===== src/hw/rtl/ytb_pkg.sv =====
// Shared constants and types for the YUYV to BGR (BT.601) converter.
package ytb_pkg;

  localparam int unsigned PIX_W     = 8;
  localparam int unsigned FRAC_BITS = 20;
  localparam int unsigned LUMA_W    = 29;
  localparam int unsigned ACC_W     = 32;

  localparam logic [20:0]              COEF_Y     = 21'd1220542;
  localparam logic signed [ACC_W-1:0]  COEF_U_B   = 32'sd2116026;
  localparam logic signed [ACC_W-1:0]  COEF_U_G   = -32'sd409993;
  localparam logic signed [ACC_W-1:0]  COEF_V_G   = -32'sd852492;
  localparam logic signed [ACC_W-1:0]  COEF_V_R   = 32'sd1673527;
  localparam logic signed [ACC_W-1:0]  ROUND_HALF = 32'sd524288;
  localparam logic [PIX_W-1:0]         CHROMA_MID = 8'd128;
  localparam logic [PIX_W-1:0]         LUMA_FLOOR = 8'd16;

  typedef struct packed {
    logic signed [ACC_W-1:0] blue;
    logic signed [ACC_W-1:0] green;
    logic signed [ACC_W-1:0] red;
  } ytb_off_t;

  typedef struct packed {
    logic [PIX_W-1:0] blue;
    logic [PIX_W-1:0] green;
    logic [PIX_W-1:0] red;
  } ytb_pix_t;

endpackage


===== src/hw/rtl/ytb_if.sv =====
// Valid/ready channel interfaces for macropixel input and BGR pair output.
interface ytb_in_if;
  logic       valid;
  logic       ready;
  logic [7:0] luma_first;
  logic [7:0] chroma_blue;
  logic [7:0] luma_second;
  logic [7:0] chroma_red;

  modport source (output valid, luma_first, chroma_blue, luma_second, chroma_red,
                  input ready);
  modport sink   (input valid, luma_first, chroma_blue, luma_second, chroma_red,
                  output ready);
endinterface

interface ytb_out_if;
  logic       valid;
  logic       ready;
  logic [7:0] blue_first;
  logic [7:0] green_first;
  logic [7:0] red_first;
  logic [7:0] blue_second;
  logic [7:0] green_second;
  logic [7:0] red_second;

  modport source (output valid, blue_first, green_first, red_first,
                  blue_second, green_second, red_second, input ready);
  modport sink   (input valid, blue_first, green_first, red_first,
                  blue_second, green_second, red_second, output ready);
endinterface


===== src/hw/rtl/ytb_chroma.sv =====
// Shared chroma term: per-channel offsets from U and V, with rounding half, registered.
module ytb_chroma (
  input  logic                  clk,
  input  logic                  en,
  input  logic [7:0]            chroma_blue,
  input  logic [7:0]            chroma_red,
  output ytb_pkg::ytb_off_t     off
);
  import ytb_pkg::*;

  logic signed [8:0]       u_s;
  logic signed [8:0]       v_s;
  logic signed [ACC_W-1:0] u_ext;
  logic signed [ACC_W-1:0] v_ext;
  ytb_off_t                off_nxt;
  ytb_off_t                off_r;

  always_comb begin
    u_s = $signed({1'b0, chroma_blue}) - $signed({1'b0, CHROMA_MID});
    v_s = $signed({1'b0, chroma_red}) - $signed({1'b0, CHROMA_MID});
    u_ext = ACC_W'(u_s);
    v_ext = ACC_W'(v_s);
    off_nxt.blue  = ROUND_HALF + COEF_U_B * u_ext;
    off_nxt.green = ROUND_HALF + COEF_U_G * u_ext + COEF_V_G * v_ext;
    off_nxt.red   = ROUND_HALF + COEF_V_R * v_ext;
  end

  always_ff @(posedge clk) begin
    if (en) begin
      off_r <= off_nxt;
    end
  end

  assign off = off_r;
endmodule


===== src/hw/rtl/ytb_lane.sv =====
// One pixel lane: scaled luma register, then three channel sums with clamp.
module ytb_lane (
  input  logic               clk,
  input  logic               en,
  input  logic [7:0]         luma,
  input  ytb_pkg::ytb_off_t  off,
  output ytb_pkg::ytb_pix_t  pix
);
  import ytb_pkg::*;

  logic [PIX_W-1:0]        luma_d;
  logic [LUMA_W-1:0]       ys_nxt;
  logic [LUMA_W-1:0]       ys_r;
  logic signed [ACC_W-1:0] ys_s;

  function automatic logic [PIX_W-1:0] clamp_ch(input logic signed [ACC_W-1:0] acc);
    logic [PIX_W-1:0] res;
    if (acc[ACC_W-1]) begin
      res = '0;
    end else if (|acc[ACC_W-2:FRAC_BITS+PIX_W]) begin
      res = '1;
    end else begin
      res = acc[FRAC_BITS+PIX_W-1:FRAC_BITS];
    end
    return res;
  endfunction

  always_comb begin
    luma_d = (luma >= LUMA_FLOOR) ? (luma - LUMA_FLOOR) : '0;
    ys_nxt = LUMA_W'(luma_d) * LUMA_W'(COEF_Y);
  end

  always_ff @(posedge clk) begin
    if (en) begin
      ys_r <= ys_nxt;
    end
  end

  always_comb begin
    ys_s      = $signed({{(ACC_W-LUMA_W){1'b0}}, ys_r});
    pix.blue  = clamp_ch(ys_s + off.blue);
    pix.green = clamp_ch(ys_s + off.green);
    pix.red   = clamp_ch(ys_s + off.red);
  end
endmodule


===== src/hw/rtl/yuyv_to_bgr_bt601.sv =====
// Top level: YUYV 4:2:2 macropixel to two BGR pixels, BT.601, 20-bit fixed point.
//
// Input channel in_ch carries one macropixel (Y0, U, Y1, V) per transaction;
// output channel out_ch carries the two resulting BGR pixels per transaction.
// Both use valid/ready; a transaction completes when both are high at a clock edge.
//
// Pipeline: stage 1 registers the scaled luma of each lane and the shared
// chroma offsets (one multiplier per term); stage 2 adds, shifts, clamps and
// lands in the output register, from which out_ch.valid is driven. Throughput
// is one macropixel per cycle while the receiver does not stall, set by the
// two pixel lanes and the chroma unit working in parallel on every transaction.
//
// Reset (rst_n low, synchronous) empties both stages by clearing their valid
// flags; the data registers are not reset. When the receiver stalls, the output
// register holds its result and the stage in front keeps filling, so up to two
// transactions sit in the block before in_ch.ready drops.
module yuyv_to_bgr_bt601 (
  input  logic      clk,
  input  logic      rst_n,
  ytb_in_if.sink    in_ch,
  ytb_out_if.source out_ch
);
  import ytb_pkg::*;

  logic     v1_r;
  logic     v1_nxt;
  logic     out_valid_r;
  logic     out_valid_nxt;
  logic     en1;
  logic     en2;
  ytb_off_t off;
  ytb_pix_t pix_first;
  ytb_pix_t pix_second;
  ytb_pix_t first_r;
  ytb_pix_t second_r;

  assign en2 = !out_valid_r || out_ch.ready;
  assign en1 = !v1_r || en2;
  assign in_ch.ready = en1;

  ytb_chroma u_chroma (
    .clk         (clk),
    .en          (en1),
    .chroma_blue (in_ch.chroma_blue),
    .chroma_red  (in_ch.chroma_red),
    .off         (off)
  );

  ytb_lane u_lane_first (
    .clk  (clk),
    .en   (en1),
    .luma (in_ch.luma_first),
    .off  (off),
    .pix  (pix_first)
  );

  ytb_lane u_lane_second (
    .clk  (clk),
    .en   (en1),
    .luma (in_ch.luma_second),
    .off  (off),
    .pix  (pix_second)
  );

  always_comb begin
    v1_nxt        = en1 ? in_ch.valid : v1_r;
    out_valid_nxt = en2 ? v1_r : out_valid_r;
  end

  always_ff @(posedge clk) begin
    if (!rst_n) begin
      v1_r        <= 1'b0;
      out_valid_r <= 1'b0;
    end else begin
      v1_r        <= v1_nxt;
      out_valid_r <= out_valid_nxt;
    end
  end

  // merge the two lanes into the output register
  always_ff @(posedge clk) begin
    if (en2) begin
      first_r  <= pix_first;
      second_r <= pix_second;
    end
  end

  assign out_ch.valid        = out_valid_r;
  assign out_ch.blue_first   = first_r.blue;
  assign out_ch.green_first  = first_r.green;
  assign out_ch.red_first    = first_r.red;
  assign out_ch.blue_second  = second_r.blue;
  assign out_ch.green_second = second_r.green;
  assign out_ch.red_second   = second_r.red;

  a_in_to_stage1: assert property (@(posedge clk) disable iff (!rst_n)
    (in_ch.valid && in_ch.ready) |=> v1_r)
    else $error("accepted transaction did not reach stage 1");

  a_stage1_to_out: assert property (@(posedge clk) disable iff (!rst_n)
    (v1_r && en2) |=> out_ch.valid)
    else $error("stage 1 transaction did not reach output register");

  a_ready_only_full: assert property (@(posedge clk) disable iff (!rst_n)
    !in_ch.ready |-> (v1_r && out_ch.valid && !out_ch.ready))
    else $error("input stalled while pipeline has room");

  a_drain: assert property (@(posedge clk) disable iff (!rst_n)
    (!v1_r && out_ch.valid && out_ch.ready) |=> !out_ch.valid)
    else $error("output transaction repeated");

endmodule


===== src/flat_wrapper.sv =====
// flat-port wrapper written by rule: the top's interface ports become plain ports
module yuyv_to_bgr_bt601_flat import ytb_pkg::*;
  (clk, rst_n, in_ch_valid, in_ch_luma_first, in_ch_chroma_blue, in_ch_luma_second, in_ch_chroma_red, in_ch_ready, out_ch_valid, out_ch_blue_first, out_ch_green_first, out_ch_red_first, out_ch_blue_second, out_ch_green_second, out_ch_red_second, out_ch_ready);
  ytb_in_if in_ch_i ();
  ytb_out_if out_ch_i ();
  input  logic clk;
  input  logic rst_n;
  input wire logic [$bits(in_ch_i.valid)-1:0] in_ch_valid;
  input wire logic [$bits(in_ch_i.luma_first)-1:0] in_ch_luma_first;
  input wire logic [$bits(in_ch_i.chroma_blue)-1:0] in_ch_chroma_blue;
  input wire logic [$bits(in_ch_i.luma_second)-1:0] in_ch_luma_second;
  input wire logic [$bits(in_ch_i.chroma_red)-1:0] in_ch_chroma_red;
  output wire logic [$bits(in_ch_i.ready)-1:0] in_ch_ready;
  output wire logic [$bits(out_ch_i.valid)-1:0] out_ch_valid;
  output wire logic [$bits(out_ch_i.blue_first)-1:0] out_ch_blue_first;
  output wire logic [$bits(out_ch_i.green_first)-1:0] out_ch_green_first;
  output wire logic [$bits(out_ch_i.red_first)-1:0] out_ch_red_first;
  output wire logic [$bits(out_ch_i.blue_second)-1:0] out_ch_blue_second;
  output wire logic [$bits(out_ch_i.green_second)-1:0] out_ch_green_second;
  output wire logic [$bits(out_ch_i.red_second)-1:0] out_ch_red_second;
  input wire logic [$bits(out_ch_i.ready)-1:0] out_ch_ready;
  assign in_ch_i.valid = in_ch_valid;
  assign in_ch_i.luma_first = in_ch_luma_first;
  assign in_ch_i.chroma_blue = in_ch_chroma_blue;
  assign in_ch_i.luma_second = in_ch_luma_second;
  assign in_ch_i.chroma_red = in_ch_chroma_red;
  assign in_ch_ready = in_ch_i.ready;
  assign out_ch_valid = out_ch_i.valid;
  assign out_ch_blue_first = out_ch_i.blue_first;
  assign out_ch_green_first = out_ch_i.green_first;
  assign out_ch_red_first = out_ch_i.red_first;
  assign out_ch_blue_second = out_ch_i.blue_second;
  assign out_ch_green_second = out_ch_i.green_second;
  assign out_ch_red_second = out_ch_i.red_second;
  assign out_ch_i.ready = out_ch_ready;
  yuyv_to_bgr_bt601 u_core (.clk(clk), .rst_n(rst_n), .in_ch(in_ch_i), .out_ch(out_ch_i));
endmodule

===== config.mk =====
export PLATFORM = sky130hd
export DESIGN_NAME = yuyv_to_bgr_bt601_flat
export DESIGN_NICKNAME = d
export VERILOG_FILES = /design/src/hw/rtl/ytb_pkg.sv /design/src/hw/rtl/ytb_if.sv /design/src/hw/rtl/ytb_chroma.sv /design/src/hw/rtl/ytb_lane.sv /design/src/hw/rtl/yuyv_to_bgr_bt601.sv /design/src/flat_wrapper.sv
export SDC_FILE = /design/constraint.sdc
export NUM_CORES = 2
export LEC_CHECK = 0
export BUFFER_PORTS_ARGS = -buffer_cell sky130_fd_sc_hd__buf_2
export CAP_MARGIN = 30
export CORE_MARGIN = 5
export CORE_UTILIZATION = 35
export DETAILED_ROUTE_END_ITERATION = 10
export MAX_ROUTING_LAYER = met4
export PLACE_DENSITY = 0.5
export SYNTH_ARGS = -nofsm -noshare
export SYNTH_HDL_FRONTEND = slang
export SYNTH_SLANG_ARGS = --single-unit
export TNS_END_PERCENT = 10

===== constraint.sdc =====
create_clock -name clk -period 22.8 [get_ports clk]
set_input_delay 4.56 -clock clk [delete_from_list [all_inputs] [get_ports clk]]
set_output_delay 4.56 -clock clk [all_outputs]
set_load 0.01 [all_outputs]

Yosys cells after proc, flatten, opt, wreduce, memory -nomap -nowiden
Index checks and enable logic that the tools add are counted.
- $add $sub $neg: 14
- multipliers: 6
- magnitude comparators: 2
- muxes and demuxes: 8
- reductions and logical operators: 10
- operators by type and width (kind ; count):
    $add 30x32->32 ; 6
    $mux 8 ; 8
    $mul 22x9->31 const A ; 2
    $mul 8x20->28 const B ; 2
    $add 21x31->32 const A ; 1
    $add 21x32->32 const A ; 1
    $add 30x30->31 ; 1
    $add 21x29->30 const A ; 1
    $mul 20x9->29 const A ; 1
    $mul 19x9->28 const A ; 1
    $reduce_or 3->1 ; 6
    $sub 8x8->9 const B ; 2
    $ge 8x5->1 const B ; 2
    $sub 8x5->8 const B ; 2
    $logic_not 1->1 ; 2
    $logic_or 1x1->1 ; 2
- bits in registers: 202
- output and inout bits: 50
- word-level logic and storage cells: 53

Depth between registers and ports, before layout
- depth in word-level cells: 4
- gate-level depth with buffers: 38

Hierarchy
From an unflattened synthesis, not the netlist that was laid out.
- cells, all modules: 3092
- area, all modules: 31021.0 sq um
- by module, submodules not included (module ; times used ; cells an instance ; area an instance (sq um) ; seq. area each (sq um)):
    ytb_chroma ; 1 ; 1573 ; 16189.3 ; 2792.7
    ytb_lane ; 2 ; 731 ; 6652.6 ; 840.8
    yuyv_to_bgr_bt601 ; 1 ; 57 ; 1526.5 ; 1481.4

Least setup slack after synthesis
OpenSTA, ideal clock, no wires.
- kind: input -> register
- start: input in_ch_chroma_red[3]
- end: register u_core.u_chroma.off_r (netlist bit u_core.u_chroma.off[62]), data pin
- arrival: 12.222 ns
- required time: 22.540 ns
- setup slack: 10.318 ns
- stages: 34
- path buffers: 1
- cell sequence: fa_1 -> inv_1 -> fa_1 -> fa_1 -> inv_1 -> fa_1 -> inv_1 -> fa_1 -> inv_1 -> ha_1 -> a21oi_1 -> nor2b_1 -> o31ai_1 -> a21oi_1 -> o41ai_2 -> o21ai_1 -> or4_1 -> a31oi_1 -> xnor2_1 -> ha_1 -> inv_1 -> fa_1 -> fa_1 -> inv_1 -> ha_1 -> clkbuf_1 -> nor2b_1 -> o21ai_0 -> nand2b_1 -> o21ai_0 -> o311ai_0 -> a211oi_1 -> o21bai_1 -> xnor2_1
- RTL lines (what ; line ; text):
    start, declared ; flat_wrapper.sv:12 ; input wire logic [$bits(in_ch_i.chroma_red)-1:0] in_ch_chroma_red;
    end signal, assigned ; ytb_chroma.sv:30 ; off_r <= off_nxt;
    end, declared ; ytb_chroma.sv:16 ; ytb_off_t off_r;

==> Flow_metrics.wiki <==
{| class="wikitable"
! Metric !! Value
|-
| Status || complete, no violations
|-
| Mux share of post-synthesis cell area || 0.00200
|-
| Total grt overflow || 0
|-
| GPL Wtd Cong || 0.863
|-
| Ranking of synthesized cells by instance count || 636 x sky130_fd_sc_hd__ha_1, 542 x sky130_fd_sc_hd__inv_1, 293 x sky130_fd_sc_hd__fa_1
|-
| Combined area of all synthesized cells || 30100 um^2
|-
| Post-CTS Resized || 0
|-
| Top achievable clock speed || 0.0779 GHz
|-
| Count of unresolved DRC violations after routing || 0
|-
| Hold WC Path Type || flop to flop
|-
| Clk_lat worst skew || 0.49 ns
|-
| Critical-path cell with the highest stage delay || sky130_fd_sc_hd__fa_1
|-
| CP Depth || 34
|-
| End of the worst register-to-register path || u_core.out_ch.green_second[7]
|-
| Share of Yosys cell area claimed by the top area cell type || 0.265
|-
| Part of the Yosys area used for sequential elements || 0.197
|-
| Synthesized-area fraction occupied by ao, oa, aoi and oai cells || 0.130
|-
| Cell types occupying the most area after synthesis || sky130_fd_sc_hd__ha_1 26%, sky130_fd_sc_hd__edfxtp_1 20%, sky130_fd_sc_hd__fa_1 20%
|-
| Global Route Usage Sum || 0.180
|-
| Post-route antenna net violation count || 0
|-
| # setup viols final || 0
|-
| First-pass GRT wire length || 123000 um
|-
| Maximum clock path buffer count || 2
|-
| Post-Synth XOR/XNOR Area || 0.0583
|-
| Maximum Capacitance Violations || 0
|-
| Start of the worst register-to-register path || u_core.u_lane_second.ys_r[8]
|-
| Number of diodes || 0
|-
| FF+latch count, synth || 198
|-
| Total Nets Final || 4021
|-
| Netlist cell types || 82
|-
| Critical path's most frequent cell || sky130_fd_sc_hd__fa_1
|-
| Launching instance or port of the critical path || in_ch_chroma_red[3]
|-
| Crit. End Element || flop
|-
| Clock slew at reported path FFs || 0.08 ns
|-
| Area of all sequential standard cells || 5930 um^2
|-
| TritonCTS clock tree || yes
|-
| Mean Syn Cell Area || 10.2 um^2
|-
| Data arrival time of the critical path || 13.07 ns
|-
| Number of flops mapped to enable cells by yosys || 196
|-
| Max_slew headroom || 0.431
|-
| Total number of vias || 20800
|-
| Total iterations of the first detailed-routing run || 5
|-
| Post-synth net total || 3924
|-
| Cell Rows || 107
|-
| Width of the chip || 303 um
|-
| Critical path required time || 23.03 ns
|-
| Initial core utilization || 0.353
|-
| Post-synthesis cell type with the largest combined area || sky130_fd_sc_hd__ha_1
|-
| Final Instance Count excl. Fillers || 4212
|-
| Least-Margin Pin Slew || 0.846 ns
|-
| DP Wirelength || 67400 um
|-
| Worst setup path end || u_core.u_chroma.off[62]
|-
| Input/output buffers || 85
|-
| Startpoint-to-endpoint class of the critical path || input port to flop
|-
| H-Tree Level Count || 4
|-
| Worst reg-to-reg setup slack || 18.70 ns
|-
| Flip-flop cell with the highest count after synthesis || sky130_fd_sc_hd__edfxtp_1
|-
| Fraction of final layout cells with drive strength greater than 1 || 0.0528
|-
| Multi-input gate area || 22100 um^2
|-
| Number of buffers created by CTS || 17
|-
| Clock Skew || 0.0175 ns
|-
| Pin count of the biggest net entering global routing || 64
|-
| Post-CTS Setup Inserts || 0
|-
| Cell at the root of the clock tree || sky130_fd_sc_hd__clkbuf_16
|-
| Number of slew-limit violations in the final report || 0
|-
| Most frequent cell after synthesis || sky130_fd_sc_hd__ha_1
|-
| Post-synthesis async set-or-reset flop share || 0
|-
| Setup repair after global routing missed its margin || false
|-
| Cells after synthesis || 2959
|-
| Post-route minimum period || 12.84 ns
|-
| Die Height || 303 um
|-
| Core region area || 85100 um^2
|-
| R2r worst-path depth || 11
|-
| Count of warnings emitted by yosys || 0
|-
| WL/cell || 18.4 um
|-
| Final core utilization || 0.382
|-
| Count of routing violations after the opening detailed-route iteration || 1033
|-
| Final period utilization || 0.563
|-
| Die Footprint || 91800 um^2
|-
| Layout overhead on the synthesized area || 8.32%
|-
| Io pins || 86
|-
| Total of hold buffers inserted after clock tree synthesis || 0
|-
| Hold Vio Cnt, Final || 0
|-
| Fraction of the mapped netlist area in adder cells || 0.460
|-
| Number of clock sinks seen by CTS || 198
|-
| Antenna violations before repair || 1
|-
| Hold Slack || 0.556 ns
|-
| Sum of negative setup slack || 0 ns
|-
| Layout fillers || 8598
|-
| Maximum fanout along the worst path || 10
|-
| Final wirelength || 77700 um
|-
| Placed Cells incl. Taps || 4181
|-
| Post-synthesis share of cell area spent on and, or, nand and nor gates || 0.0829
|-
| Critical Path Max Stage Delay || 0.56 ns
|-
| Largest delay contributor family on the critical path || adder cells
|-
| Largest family of logic cells by synthesized area || adder cells
|-
| Startpoint class of the critical path || input port
|-
| Sum of buffers and inverters on the critical path || 7
|-
| Vias in the first global route || 21300
|-
| Average via count per standard cell || 4.94
|}
-- cells by family (layout without fill, tap and decap cells) --
logic type,after synthesis,in the layout
adder cells (fa/ha/maj),929,929
AO/OA/AOI/OAI,583,583
buffers and inverters,553,662
AND/OR/NAND/NOR,490,490
XOR/XNOR,200,200
flip-flops,198,198
multiplexers,6,6
-- layout by cell type, fill, tap and decap left out, types with 8 or more instances in the layout --
master                      instances
sky130_fd_sc_hd__a2111oi_0          9
sky130_fd_sc_hd__a211oi_1          24
sky130_fd_sc_hd__a21o_1            91
sky130_fd_sc_hd__a21oi_1          161
sky130_fd_sc_hd__a31oi_1           20
sky130_fd_sc_hd__and2_1            10
sky130_fd_sc_hd__and3_1            33
sky130_fd_sc_hd__buf_2             85
sky130_fd_sc_hd__clkbuf_16         17
sky130_fd_sc_hd__edfxtp_1         196
sky130_fd_sc_hd__fa_1             293
sky130_fd_sc_hd__ha_1             636
sky130_fd_sc_hd__inv_1            541
sky130_fd_sc_hd__nand2_1           78
sky130_fd_sc_hd__nand2b_1          26
sky130_fd_sc_hd__nand3_1           53
sky130_fd_sc_hd__nand4_1           18
sky130_fd_sc_hd__nor2_1           140
sky130_fd_sc_hd__nor2b_1           25
sky130_fd_sc_hd__nor3_1            41
sky130_fd_sc_hd__nor3b_1           10
sky130_fd_sc_hd__o211ai_1          21
sky130_fd_sc_hd__o21a_1            66
sky130_fd_sc_hd__o21ai_0           75
sky130_fd_sc_hd__o21ai_1            8
sky130_fd_sc_hd__o21bai_1          20
sky130_fd_sc_hd__or2_2             12
sky130_fd_sc_hd__or3_1             16
sky130_fd_sc_hd__xnor2_1          147
sky130_fd_sc_hd__xor2_1            53
-- metal layers --
| layer | wire, um | track usage | vias up |
|---|---|---|---|
| li1 | - | - | 10400 |
| met1 | 38300 | 0.250 | 10000 |
| met2 | 35800 | 0.286 | 286 |
| met3 | 2150 | 0.0185 | 62 |
| met4 | 1450 | 0.0404 | 0 |
| met5 | 0 | - | - |
-- worst min path at each step --
| stage | from | end | cells after the start |
|---|---|---|---|
| floorplan | u_core.v1_r | u_core.out_ch.valid | 1 |
| finish | u_core.v1_r | u_core.out_ch.valid | 1 |
| global route | u_core.v1_r | u_core.out_ch.valid | 1 |
| CTS | u_core.v1_r | u_core.out_ch.valid | 1 |
| global placement | u_core.v1_r | u_core.out_ch.valid | 1 |
| detailed placement | u_core.v1_r | u_core.out_ch.valid | 1 |
-- registers in the layout (all words and copies together), names as in the netlist --
| register | count |
|---|---|
| u_core.out_ch.red_second | 8 |
| u_core.u_lane_second.ys_r | 28 |
| u_core.out_ch.green_first | 8 |
| u_core.out_ch.blue_first | 8 |
| u_core.out_ch.red_first | 8 |
| u_core.out_ch.valid | 1 |
| u_core.out_ch.blue_second | 8 |
| u_core.u_lane_first.ys_r | 28 |
| u_core.u_chroma.off | 92 |
| u_core.out_ch.green_second | 8 |
| u_core.v1_r | 1 |
-- metrics by stage --
stage	setup slack [ns]	area, um^2
2_1_floorplan	10.32	30100
3_3_place_gp	9.49	31900
3_5_place_dp	9.44	31900
4_1_cts	9.96	32600
5_1_grt	9.23	32600
6_report	9.96	32600
-- cell type report --
cell class	count	share of cell area
multi-input cells	2208	0.678
flip-flops and latches	198	0.182
inverters	542	0.0625
well taps	1144	0.0440
clock inverters	14	0.00653
clock buffers	17	0.0131
repair buffers	89	0.0144
-- worst register-to-register path, stage by stage, from the launching register on --
cell,delay [ns]
sky130_fd_sc_hd__edfxtp_1,0.48
sky130_fd_sc_hd__ha_1,0.36
sky130_fd_sc_hd__a2111oi_0,0.38
sky130_fd_sc_hd__o211ai_1,0.16
sky130_fd_sc_hd__o22ai_1,0.45
sky130_fd_sc_hd__and4bb_2,0.34
sky130_fd_sc_hd__nor3b_1,0.09
sky130_fd_sc_hd__o31ai_1,0.39
sky130_fd_sc_hd__a21oi_1,0.18
sky130_fd_sc_hd__a21oi_1,0.26
sky130_fd_sc_hd__mux2i_1,0.60
sky130_fd_sc_hd__o21a_1,0.27
Power is not shown: default switching activity piles up to over one toggle a cycle in this logic, so the estimate is an artifact.
